===== src/hdl/sfd_pkg.sv =====
`timescale 1ns / 1ps
// ----------------------------------------------------------------------------
// sfd_pkg
// Types and constants shared by the status frame deframer and its checker.
// ----------------------------------------------------------------------------
package sfd_pkg;

    localparam logic [7:0] SYNC_A    = 8'hFC;
    localparam logic [7:0] SYNC_B    = 8'h2C;
    localparam logic [7:0] SYNC_C    = 8'h55;
    localparam logic [7:0] MIN_LEN   = 8'd2;
    localparam logic [8:0] LEN_EXTRA = 9'd5;

    localparam logic [15:0] STATUS_CMD_RESET   = 16'h0014;
    localparam logic [7:0]  MIN_PAYLOAD_RESET  = 8'd60;

    // Register indexes on the configuration channel.
    localparam int unsigned CFG_IDX_W = 2;
    localparam logic [CFG_IDX_W-1:0] REG_STATUS_CMD  = 2'd0;
    localparam logic [CFG_IDX_W-1:0] REG_MIN_PAYLOAD = 2'd1;

    // Frame positions that carry captured fields.
    localparam logic [8:0] POS_CMD_LO   = 9'd4;
    localparam logic [8:0] POS_CMD_HI   = 9'd5;
    localparam logic [8:0] POS_SERVO    = 9'd12;
    localparam logic [8:0] POS_YAW_LO   = 9'd45;
    localparam logic [8:0] POS_YAW_HI   = 9'd46;
    localparam logic [8:0] POS_PITCH_LO = 9'd47;
    localparam logic [8:0] POS_PITCH_HI = 9'd48;
    localparam logic [8:0] POS_ROLL_LO  = 9'd49;
    localparam logic [8:0] POS_ROLL_HI  = 9'd50;
    localparam logic [8:0] POS_ACK      = 9'd52;
    localparam logic [8:0] POS_GUIDE    = 9'd53;

    localparam int unsigned OUT_DATA_W = 96;

    typedef enum logic [2:0] {
        PH_HUNT,
        PH_SYNC_B,
        PH_SYNC_C,
        PH_LEN,
        PH_BODY
    } phase_t;

    typedef enum logic [1:0] {
        ST_PARSED    = 2'd0,
        ST_OTHER_CMD = 2'd1,
        ST_CSUM_ERR  = 2'd2,
        ST_TOO_SHORT = 2'd3
    } frame_status_t;

endpackage


===== src/hdl/status_frame_deframer_unit.sv =====
`timescale 1ns / 1ps
// ----------------------------------------------------------------------------
// status_frame_deframer_unit
// Byte-serial parser for FC 2C 55 status frames with XOR checksum.
// ----------------------------------------------------------------------------
//  Channel   Direction  Width  Contents
//  s_axis    in         8      rx_byte
//  m_axis    out        96     frame status, command word, angles, status bytes
//  cfg       in         2+16   register index, write data
//
// One byte is taken per cycle; the frame state updates at the transfer and a
// frame's result lands in the output register at the edge that takes its last
// byte. The single output register sets the rate: the input stalls only while
// a result waits and m_tready is low.
// Reset (aresetn, synchronous) returns to hunting and drops any pending result.
module status_frame_deframer_unit (
    input  logic        aclk,
    input  logic        aresetn,
    input  logic        s_tvalid,
    output logic        s_tready,
    input  logic [7:0]  s_tdata,   // [7:0] rx_byte
    output logic        m_tvalid,
    input  logic        m_tready,
    // [1:0] frame_status, [17:2] command_word, [33:18] yaw_centideg,
    // [49:34] pitch_centideg, [65:50] roll_centideg, [73:66] servo_flags,
    // [81:74] command_ack, [89:82] guide_flags, [95:90] zero
    output logic [sfd_pkg::OUT_DATA_W-1:0] m_tdata,
    input  logic        cfg_valid,
    output logic        cfg_ready,
    input  logic [sfd_pkg::CFG_IDX_W-1:0] cfg_index,
    input  logic [15:0] cfg_data
);

    sfd_pkg::phase_t phase_reg, phase_next;
    logic [15:0] status_cmd_reg;
    logic [7:0]  min_payload_reg;
    logic [7:0]  len_reg, len_next;
    logic [8:0]  pos_reg, pos_next;
    logic [7:0]  xor_reg, xor_next;
    logic [15:0] cmd_reg, cmd_next;
    logic [7:0]  low_reg, low_next;
    logic [15:0] yaw_reg, yaw_next, pitch_reg, pitch_next, roll_reg, roll_next;
    logic [7:0]  servo_reg, servo_next, ack_reg, ack_next, guide_reg, guide_next;
    logic        out_valid_reg, out_valid_next;
    logic [sfd_pkg::OUT_DATA_W-1:0] out_data_reg, out_data_next;

    logic        accept;
    logic [7:0]  rx_byte;
    logic [8:0]  last_pos;
    logic        at_last;
    logic        emit;
    sfd_pkg::frame_status_t status;
    logic [15:0] word;
    logic        parsed;

    assign rx_byte   = s_tdata;
    assign s_tready  = !out_valid_reg || m_tready;
    assign accept    = s_tvalid && s_tready;
    assign cfg_ready = 1'b1;
    assign m_tvalid  = out_valid_reg;
    assign m_tdata   = out_data_reg;

    assign last_pos = {1'b0, len_reg} + sfd_pkg::LEN_EXTRA - 9'd1;
    assign at_last  = (pos_reg == last_pos);
    assign emit     = accept && (phase_reg == sfd_pkg::PH_BODY) && at_last;
    assign word     = {rx_byte, low_reg};

    // Next phase.
    always_comb begin
        phase_next = phase_reg;
        if (accept) begin
            case (phase_reg)
                sfd_pkg::PH_HUNT: begin
                    phase_next = (rx_byte == sfd_pkg::SYNC_A) ? sfd_pkg::PH_SYNC_B
                                                              : sfd_pkg::PH_HUNT;
                end
                sfd_pkg::PH_SYNC_B: begin
                    if (rx_byte == sfd_pkg::SYNC_B) phase_next = sfd_pkg::PH_SYNC_C;
                    else if (rx_byte == sfd_pkg::SYNC_A) phase_next = sfd_pkg::PH_SYNC_B;
                    else phase_next = sfd_pkg::PH_HUNT;
                end
                sfd_pkg::PH_SYNC_C: begin
                    if (rx_byte == sfd_pkg::SYNC_C) phase_next = sfd_pkg::PH_LEN;
                    else if (rx_byte == sfd_pkg::SYNC_A) phase_next = sfd_pkg::PH_SYNC_B;
                    else phase_next = sfd_pkg::PH_HUNT;
                end
                sfd_pkg::PH_LEN: begin
                    phase_next = (rx_byte < sfd_pkg::MIN_LEN) ? sfd_pkg::PH_HUNT
                                                              : sfd_pkg::PH_BODY;
                end
                sfd_pkg::PH_BODY: begin
                    phase_next = at_last ? sfd_pkg::PH_HUNT : sfd_pkg::PH_BODY;
                end
                default: begin
                    phase_next = sfd_pkg::PH_HUNT;
                end
            endcase
        end
    end

    // Frame datapath: length, position, checksum and captured fields.
    always_comb begin
        len_next   = len_reg;
        pos_next   = pos_reg;
        xor_next   = xor_reg;
        cmd_next   = cmd_reg;
        low_next   = low_reg;
        yaw_next   = yaw_reg;
        pitch_next = pitch_reg;
        roll_next  = roll_reg;
        servo_next = servo_reg;
        ack_next   = ack_reg;
        guide_next = guide_reg;
        if (accept) begin
            case (phase_reg)
                sfd_pkg::PH_LEN: begin
                    if (rx_byte >= sfd_pkg::MIN_LEN) begin
                        // Fields that a short frame never reaches stay zero.
                        len_next   = rx_byte;
                        xor_next   = rx_byte;
                        pos_next   = sfd_pkg::POS_CMD_LO;
                        yaw_next   = '0;
                        pitch_next = '0;
                        roll_next  = '0;
                        servo_next = '0;
                        ack_next   = '0;
                        guide_next = '0;
                    end
                end
                sfd_pkg::PH_BODY: begin
                    if (!at_last) begin
                        xor_next = xor_reg ^ rx_byte;
                        pos_next = pos_reg + 9'd1;
                        case (pos_reg)
                            sfd_pkg::POS_CMD_LO,
                            sfd_pkg::POS_YAW_LO,
                            sfd_pkg::POS_PITCH_LO,
                            sfd_pkg::POS_ROLL_LO:   low_next   = rx_byte;
                            sfd_pkg::POS_CMD_HI:    cmd_next   = word;
                            sfd_pkg::POS_YAW_HI:    yaw_next   = word;
                            sfd_pkg::POS_PITCH_HI:  pitch_next = word;
                            sfd_pkg::POS_ROLL_HI:   roll_next  = word;
                            sfd_pkg::POS_SERVO:     servo_next = rx_byte;
                            sfd_pkg::POS_ACK:       ack_next   = rx_byte;
                            sfd_pkg::POS_GUIDE:     guide_next = rx_byte;
                            default: ;
                        endcase
                    end
                end
                default: ;
            endcase
        end
    end

    // Status of the frame whose checksum byte is on the input.
    always_comb begin
        if (xor_reg != rx_byte) status = sfd_pkg::ST_CSUM_ERR;
        else if (cmd_reg != status_cmd_reg) status = sfd_pkg::ST_OTHER_CMD;
        else if ((len_reg - sfd_pkg::MIN_LEN) < min_payload_reg)
            status = sfd_pkg::ST_TOO_SHORT;
        else status = sfd_pkg::ST_PARSED;
    end

    assign parsed = (status == sfd_pkg::ST_PARSED);

    always_comb begin
        out_valid_next = accept ? emit : (out_valid_reg && !m_tready);
        out_data_next  = out_data_reg;
        if (emit) begin
            out_data_next = {6'd0,
                             parsed ? guide_reg : 8'd0,
                             parsed ? ack_reg   : 8'd0,
                             parsed ? servo_reg : 8'd0,
                             parsed ? roll_reg  : 16'd0,
                             parsed ? pitch_reg : 16'd0,
                             parsed ? yaw_reg   : 16'd0,
                             cmd_reg,
                             status};
        end
    end

    always_ff @(posedge aclk) begin
        if (!aresetn) begin
            phase_reg       <= sfd_pkg::PH_HUNT;
            status_cmd_reg  <= sfd_pkg::STATUS_CMD_RESET;
            min_payload_reg <= sfd_pkg::MIN_PAYLOAD_RESET;
            len_reg         <= '0;
            pos_reg         <= '0;
            xor_reg         <= '0;
            cmd_reg         <= '0;
            low_reg         <= '0;
            yaw_reg         <= '0;
            pitch_reg       <= '0;
            roll_reg        <= '0;
            servo_reg       <= '0;
            ack_reg         <= '0;
            guide_reg       <= '0;
            out_valid_reg   <= 1'b0;
        end else begin
            phase_reg     <= phase_next;
            len_reg       <= len_next;
            pos_reg       <= pos_next;
            xor_reg       <= xor_next;
            cmd_reg       <= cmd_next;
            low_reg       <= low_next;
            yaw_reg       <= yaw_next;
            pitch_reg     <= pitch_next;
            roll_reg      <= roll_next;
            servo_reg     <= servo_next;
            ack_reg       <= ack_next;
            guide_reg     <= guide_next;
            out_valid_reg <= out_valid_next;
            if (cfg_valid && cfg_ready) begin
                case (cfg_index)
                    sfd_pkg::REG_STATUS_CMD:  status_cmd_reg  <= cfg_data;
                    sfd_pkg::REG_MIN_PAYLOAD: min_payload_reg <= cfg_data[7:0];
                    default: ;
                endcase
            end
        end
    end

    always_ff @(posedge aclk) begin
        out_data_reg <= out_data_next;
    end

endmodule


===== config.mk =====
export PLATFORM = sky130hd
export DESIGN_NAME = status_frame_deframer_unit
export DESIGN_NICKNAME = d
export VERILOG_FILES = /design/src/hdl/sfd_pkg.sv /design/src/hdl/status_frame_deframer_unit.sv
export SDC_FILE = /design/constraint.sdc
export NUM_CORES = 1
export LEC_CHECK = 0
export BUFFER_PORTS_ARGS = -buffer_cell sky130_fd_sc_hd__buf_2
export CORE_MARGIN = 3
export CORE_UTILIZATION = 54
export CTS_BUF_LIST = sky130_fd_sc_hd__clkbuf_8
export DETAILED_ROUTE_END_ITERATION = 8
export PLACE_DENSITY_LB_ADDON = 0.05
export SETUP_SLACK_MARGIN = 0.2
export SLEW_MARGIN = 20
export SYNTH_ARGS = -nofsm -noshare
export SYNTH_HDL_FRONTEND = slang
export SYNTH_SLANG_ARGS = --single-unit

===== constraint.sdc =====
create_clock -name aclk -period 5.85 [get_ports aclk]
set_input_delay 0.585 -clock aclk [delete_from_list [all_inputs] [get_ports aclk]]
set_output_delay 0.585 -clock aclk [all_outputs]
set_load 0.02 [all_outputs]

==> results of run 1 <==
## routing by layer
layer | part of all wire | GRT usage | vias to the layer above
met5 | 0 | 0 | -
li1 | - | - | 3826
met2 | 0.45 | 0.350 | 220
met3 | 0.063 | 0.0453 | 37
met1 | 0.46 | 0.321 | 3653
met4 | 0.018 | 0.0607 | 0
## kinds of logic after synthesis
logic type / count (synthesis) / share of synthesized area
compound gates: 97 / 0.0683
xor+xnor: 36 / 0.0297
fa+ha+maj: 15 / 0.0177
buf+inv: 181 / 0.0747
flops: 239 / 0.536
mux: 102 / 0.0962
other cells: 2 / 0.000708
simple gates: 379 / 0.177
## stage by stage
stage	setup WS, ns	utilization
after floorplan	1.63	-
after global placement	2.27	0.591
after detailed placement	2.21	0.591
after CTS	2.21	0.633
after global routing	1.92	0.635
final	2.19	0.635
## critical path: stages (launching register included)
cell      delay (ns)
dfxtp_1         0.51
inv_1           0.14
ha_1            0.21
a21boi_0        0.27
nand2_1         0.11
xnor2_1         0.18
ha_1            0.27
o21a_1          0.17
o21a_1          0.20
a221o_1         0.33
a31oi_4         0.14
buf_4           0.63
nor4_1          0.15
## cell type report
class / count / area (um^2) / share of cell area
clock buffers: 50 / 688 / 0.0570
clock inverters: 24 / 108 / 0.00892
inverters: 91 / 342 / 0.0283
multi-input cells: 636 / 4200 / 0.348
flip-flops and latches: 239 / 5690 / 0.471
well taps: 260 / 325 / 0.0270
repair buffers: 134 / 723 / 0.0599
## how the worst max path moves through the flow
stage	slack [ns]	to	cells after the start
6_report	2.19	m_tdata[76]	12
5_1_grt	1.92	m_tdata[76]	12
4_1_cts	2.21	m_tdata[76]	12
3_5_place_dp	2.21	pitch_reg[12]	6
3_3_place_gp	2.27	m_tdata[41]	12
2_1_floorplan	1.63	m_tdata[0]	6
## power breakdown
part           internal, uW  leakage [uW]  switching (uW)
Sequential             1720       0.00206            3.38
Clock                   776      0.000456             656
Combinational          25.2       0.00200            58.7
## cells in the mapped netlist, drive strengths merged (3+ instances only)
| master | instances | area [um^2] |
|---|---|---|
| clkbuf | 57 | 214 |
| a31oi | 4 | 31.3 |
| nand4 | 5 | 31.3 |
| nand2b | 4 | 25.0 |
| xor2 | 29 | 254 |
| nand2 | 193 | 724 |
| a21o | 8 | 60.1 |
| o21ai | 11 | 55.1 |
| mux2i | 102 | 1020 |
| ha | 15 | 188 |
| o2111ai | 9 | 85.1 |
| nor4b | 4 | 41.3 |
| edfxtp | 90 | 2700 |
| nor3 | 7 | 46.3 |
| inv | 91 | 342 |
| nor2 | 12 | 50.1 |
| or4 | 5 | 37.5 |
| a21boi | 23 | 173 |
| a41oi | 3 | 26.3 |
| nor4 | 82 | 528 |
| o21a | 3 | 22.5 |
| o211ai | 3 | 22.5 |
| and2 | 4 | 25.0 |
| buf | 33 | 238 |
| a21oi | 9 | 45.0 |
| nand3 | 37 | 190 |
| xnor2 | 7 | 61.3 |
| dfxtp | 149 | 2980 |
| nor2b | 7 | 43.8 |
| o31ai | 13 | 97.6 |
| or3 | 9 | 56.3 |
## cells in the final DEF, fill, tap and decap left out, types with 23 or more instances in the layout
cell type	instances
nand2_1	192
dfxtp_1	149
buf_2	121
mux2i_1	102
inv_1	102
edfxtp_1	90
nor4_1	81
clkbuf_8	50
nand3_1	36
xor2_1	29
a21boi_0	23
==> results.yml, run 1 <==
place:
  dp_cells: 1359
  place_hpwl_mm: 15.9
  placed_area_um2: 11200
  port_buffers: 122
  gp_congestion: 0.866
clock_tree:
  cts_tree: "done"
  cts_hold_buf: 0
  cts_buffers: 40
  htreeDepth: 2
  cts.sinks: 239
  clock_path_buffers: 3
  post_cts_resized: 0
  clk_pin_slew_ns: 0.06
  clock_latency_ns: 0.53
  cts_setup_buffers: 0
  root_buffer: "clkbuf_8"
power_and_ir_drop:
  p_per_area_nw_per_um2: 268
  p_leak_uw: 0.00451
  totalPowerFinal_uw: 3240
  peakVddDrop_uv: 142
critical_path:
  cp-end-kind: "flip-flop"
  worstSetupPathType: "reg2reg"
  startpoint: "len_reg[2]"
  regToRegStartpoint: "len_reg[2]"
  worst_r2r_path_depth: 12
  required_ns: 6.08
  r2r_slack_ns: 2.19
  cp_max_fo: 74
  cp-start-kind: "flip-flop"
  timing.rr.end: "m_tdata[76]"
  cp.arrival_ns: 3.89
synth:
  ys_types: 62
  async_flop_share: 0
  ys_ff_latch: 239
  synth-edff-count: 90
  syn-cell-area_um2: 10600
  syn-mean-instance-area_um2: 10.1
  synthCells: 1051
  ys.flop_type: "dfxtp_1"
  seq_area_frac_synth: 0.536
  yosys_warnings: 0
die:
  start_util: 0.558
  die_w_um: 146
  fp.coreArea_um2: 19000
  die-area_um2: 21400
  placementRows: 50
  die_height_um: 146
  top_level_ports: 130
timing:
  finClkSkew_ns: 0.0269
  post-route-period-util: 0.626
  rsz0062_at_grt: "no"
  tns_ns: 0
  maxSlewViolCount: 0
  max_slew_margin: 0.285
  setup_viol: 0
  hold_viol: 0
  worst_pin_slew_ns: 1.07
  fmax_ghz: 0.273
  fin_crit_ns: 3.66
  holdWs_ns: 0.320
global_routing:
  grt_pass1_vias: 7451
  grt_overflow: 0
  antenna_found_initial: 0
  grt_pass1_wl_mm: 39.6
  grt_usage: 0.224
  grt_max_degree: 84
route:
  vias_per_cell: 5.39
  routedWlPerCell_um: 17.0
  ant_nets: 0
  drc: 0
  drt_pass1_iterations: 5
  vias: 7736
  drtIter0Drc: 499
  drt-total-wl_mm: 24.4
worst_hold_path:
  min-delay-path-class: "in2reg"
  hold_end: "status_cmd_reg[11]"
  min_path_cells: 3
  min-delay-start: "cfg_data[11]"
finish:
  diodes: 0
  area_growth_pct: 13.7
  final_cells: 1434
  fin_nets: 1188
  fillCellCount: 1618
  drive_gt1_frac: 0.182
  design_area_um2: 12100
  largest_reg_flops: 90
outcome:
  run_status: "completed"
flow_run:
  max-cap-violations: 0
(Power assumes the default switching activity.)
==> inputs of run 2 (changes only) <==
- clock period: 5.85 -> 3.2 ns (I/O delays scaled with it)
==> run 2 against run 1 <==
Worst setup slack worse by 1.9 ns. Clock power is 89% higher. Via count is 2.0% higher. Critical path depth is 1 higher. Total power is 86% higher. Clock-buffer cell count stayed put. Critical path type unchanged. Largest cell class unchanged. Largest power group unchanged.
==> results.yml, run 2 (synthesized netlist as in run 1, its figures left out) <==
route:
  vias_per_cell: 5.40
  routedWlPerCell_um: 17.3
  drtIter0Drc: 602
  drc: 0
  vias: 7893
  drt_pass1_iterations: 6
  drt-total-wl_mm: 25.2
  ant_nets: 0
critical_path:
  timing.rr.end: "m_tdata[49]"
  r2r_slack_ns: 0.32
  worstSetupPathType: "reg2reg"
  critPathMaxStageDelay_ns: 0.34
  worst_r2r_path_depth: 13
  cp-end-kind: "flip-flop"
  regToRegStartpoint: "len_reg[2]"
  endpoint: "m_tdata[49]"
  cp_num_cells: 13
  critPathTopFamily: "compound AO/OA/AOI/OAI gates"
  cp.arrival_ns: 3.15
  startpoint: "len_reg[2]"
  slowest_stage: "dfxtp_1"
  path_buf_inv: 3
  cp_max_fo: 24
  cp-start-kind: "flip-flop"
  path_cells: "inv_1 > ha_1 > a21boi_2 > nand2_1 > xnor2_1 > ha_1 > o21a_1 > o21a_1 > a221o_1 > a31oi_4 > buf_12 > buf_16 > nor4_1"
  required_ns: 3.47
clock_tree:
  cts.sinks: 239
  clock_path_buffers: 3
  cts_buffers: 40
  cts_hold_buf: 0
  root_buffer: "clkbuf_8"
  htreeDepth: 2
  clock_latency_ns: 0.54
  cts_tree: "done"
  clk_pin_slew_ns: 0.06
power_and_ir_drop:
  p_leak_uw: 0.00431
  p_per_area_nw_per_um2: 484
  peakVddDrop_uv: 366
  swShare: 0.221
  p_comb_frac: 0.029
  clkPwrFrac: 0.448
  switchingPower_uw: 1330
  p_seq_frac: 0.523
  intPower_uw: 4700
global_routing:
  grt_usage: 0.232
  grt_util_met3: 0.0450
  grt_pass1_wl_mm: 40.4
  grt_pass1_vias: 7596
  use_met1: 0.325
  antenna_found_initial: 0
  grt_max_degree: 75
  grt_overflow: 0
  grt.met2_usage: 0.372
  global_route.peak_usage_layer: "met2"
die:
  die_w_um: 146
  die-area_um2: 21400
  top_level_ports: 130
  fp.coreArea_um2: 19000
  die_height_um: 146
  start_util: 0.558
  placementRows: 50
place:
  place_hpwl_mm: 16.7
  port_buffers: 122
  gp_congestion: 0.864
  post-place-ws_ns: 0.116
flow_run:
  max-cap-violations: 0
timing:
  setup_viol: 0
  tns_ns: 0
  hold_viol: 0
  rsz0062_at_grt: "yes"
  worst_pin_slew_ns: 0.924
  maxSlewViolCount: 0
  fin_crit_ns: 2.88
  max_slew_margin: 0.381
  finClkSkew_ns: 0.0200
  post-route-period-util: 0.901
  worst_slack_ns: 0.317
  fmax_ghz: 0.347
finish:
  drive_gt1_frac: 0.205
  diodes: 0
  area_growth_pct: 17.2
  largest_reg_flops: 90
  fin_nets: 1217
  layout_commonest_cell: "nand2_1"
  final_cell_mix: "192 x nand2_1, 149 x dfxtp_1, 121 x buf_2, 102 x mux2i_1, 102 x inv_1"
worst_hold_path:
  min-delay-path-class: "in2reg"
outcome:
  run_status: "completed"
==> run 2: repair_timing <==
| action | CTS | global route |
|---|---|---|
| endpoints found under the setup margin | 74 | 74 |
| pin swaps | 0 | 1 |
| gates cloned | 0 | 1 |
| resized for setup | 1 | 4 |
| buffers inserted | 1 | 2 |
==> run 2: worst register-to-register path, cell delays in order, from the launching register on <==
cell and delay, ns:
dfxtp_1 0.34, inv_1 0.08, ha_1 0.21, a21boi_2 0.14
nand2_1 0.09, xnor2_1 0.13, ha_1 0.30, o21a_1 0.18
o21a_1 0.20, a221o_1 0.34, a31oi_4 0.17, buf_12 0.17
buf_16 0.18, nor4_1 0.09
==> run 2: cell type report <==
class                      count  area [um^2]
clock buffer                  50          688
clock inverter                22          123
fill                        1643         6580
inverter                      91          342
multi-input combinational    636         4210
sequential                   239         5690
tap                          260          325
timing repair buffer         163         1070
==> run 2: how the worst min path moves through the flow <==
stage,startpoint,endpoint,slack [ns],depth (start not counted)
after floorplan,guide_reg[0],guide_reg[0],0.43,2
after global placement,servo_reg[3],servo_reg[3],0.44,2
after detailed placement,servo_reg[0],servo_reg[0],0.45,2
after CTS,cfg_data[13],status_cmd_reg[13],0.02,3
after global routing,cfg_data[8],status_cmd_reg[8],0.04,3
final,cfg_data[11],status_cmd_reg[11],0.05,3
==> run 2: power groups by stage <==
stage | combinational, uW | sequential, uW | clock [uW]
floorplan | 108 | 3210 | 0
global placement | 170 | 3210 | 0
detailed placement | 170 | 3210 | 0
CTS | 173 | 3150 | 2760
global route | 192 | 3150 | 2900
finish | 175 | 3150 | 2700
==> run 2: through the flow <==
step | total power [uW] | utilization | hold slack [ns] | area [um^2] | std cells
final | 6020 | 0.654 | 0.0464 | 12400 | 1461
after global routing | 6240 | 0.654 | 0.0425 | 12400 | 1461
after CTS | 6080 | 0.651 | 0.0150 | 12400 | 1458
after floorplan | 3320 | - | 0.435 | 10700 | 1056
after detailed placement | 3380 | 0.607 | 0.447 | 11500 | 1385
after global placement | 3380 | 0.607 | 0.442 | 11500 | 1385
==> run 2: layer usage <==
metal,vias up,part of all wire
met5,-,0
met2,222,0.47
li1,3897,-
met1,3741,0.46
met4,0,0.017
met3,33,0.057
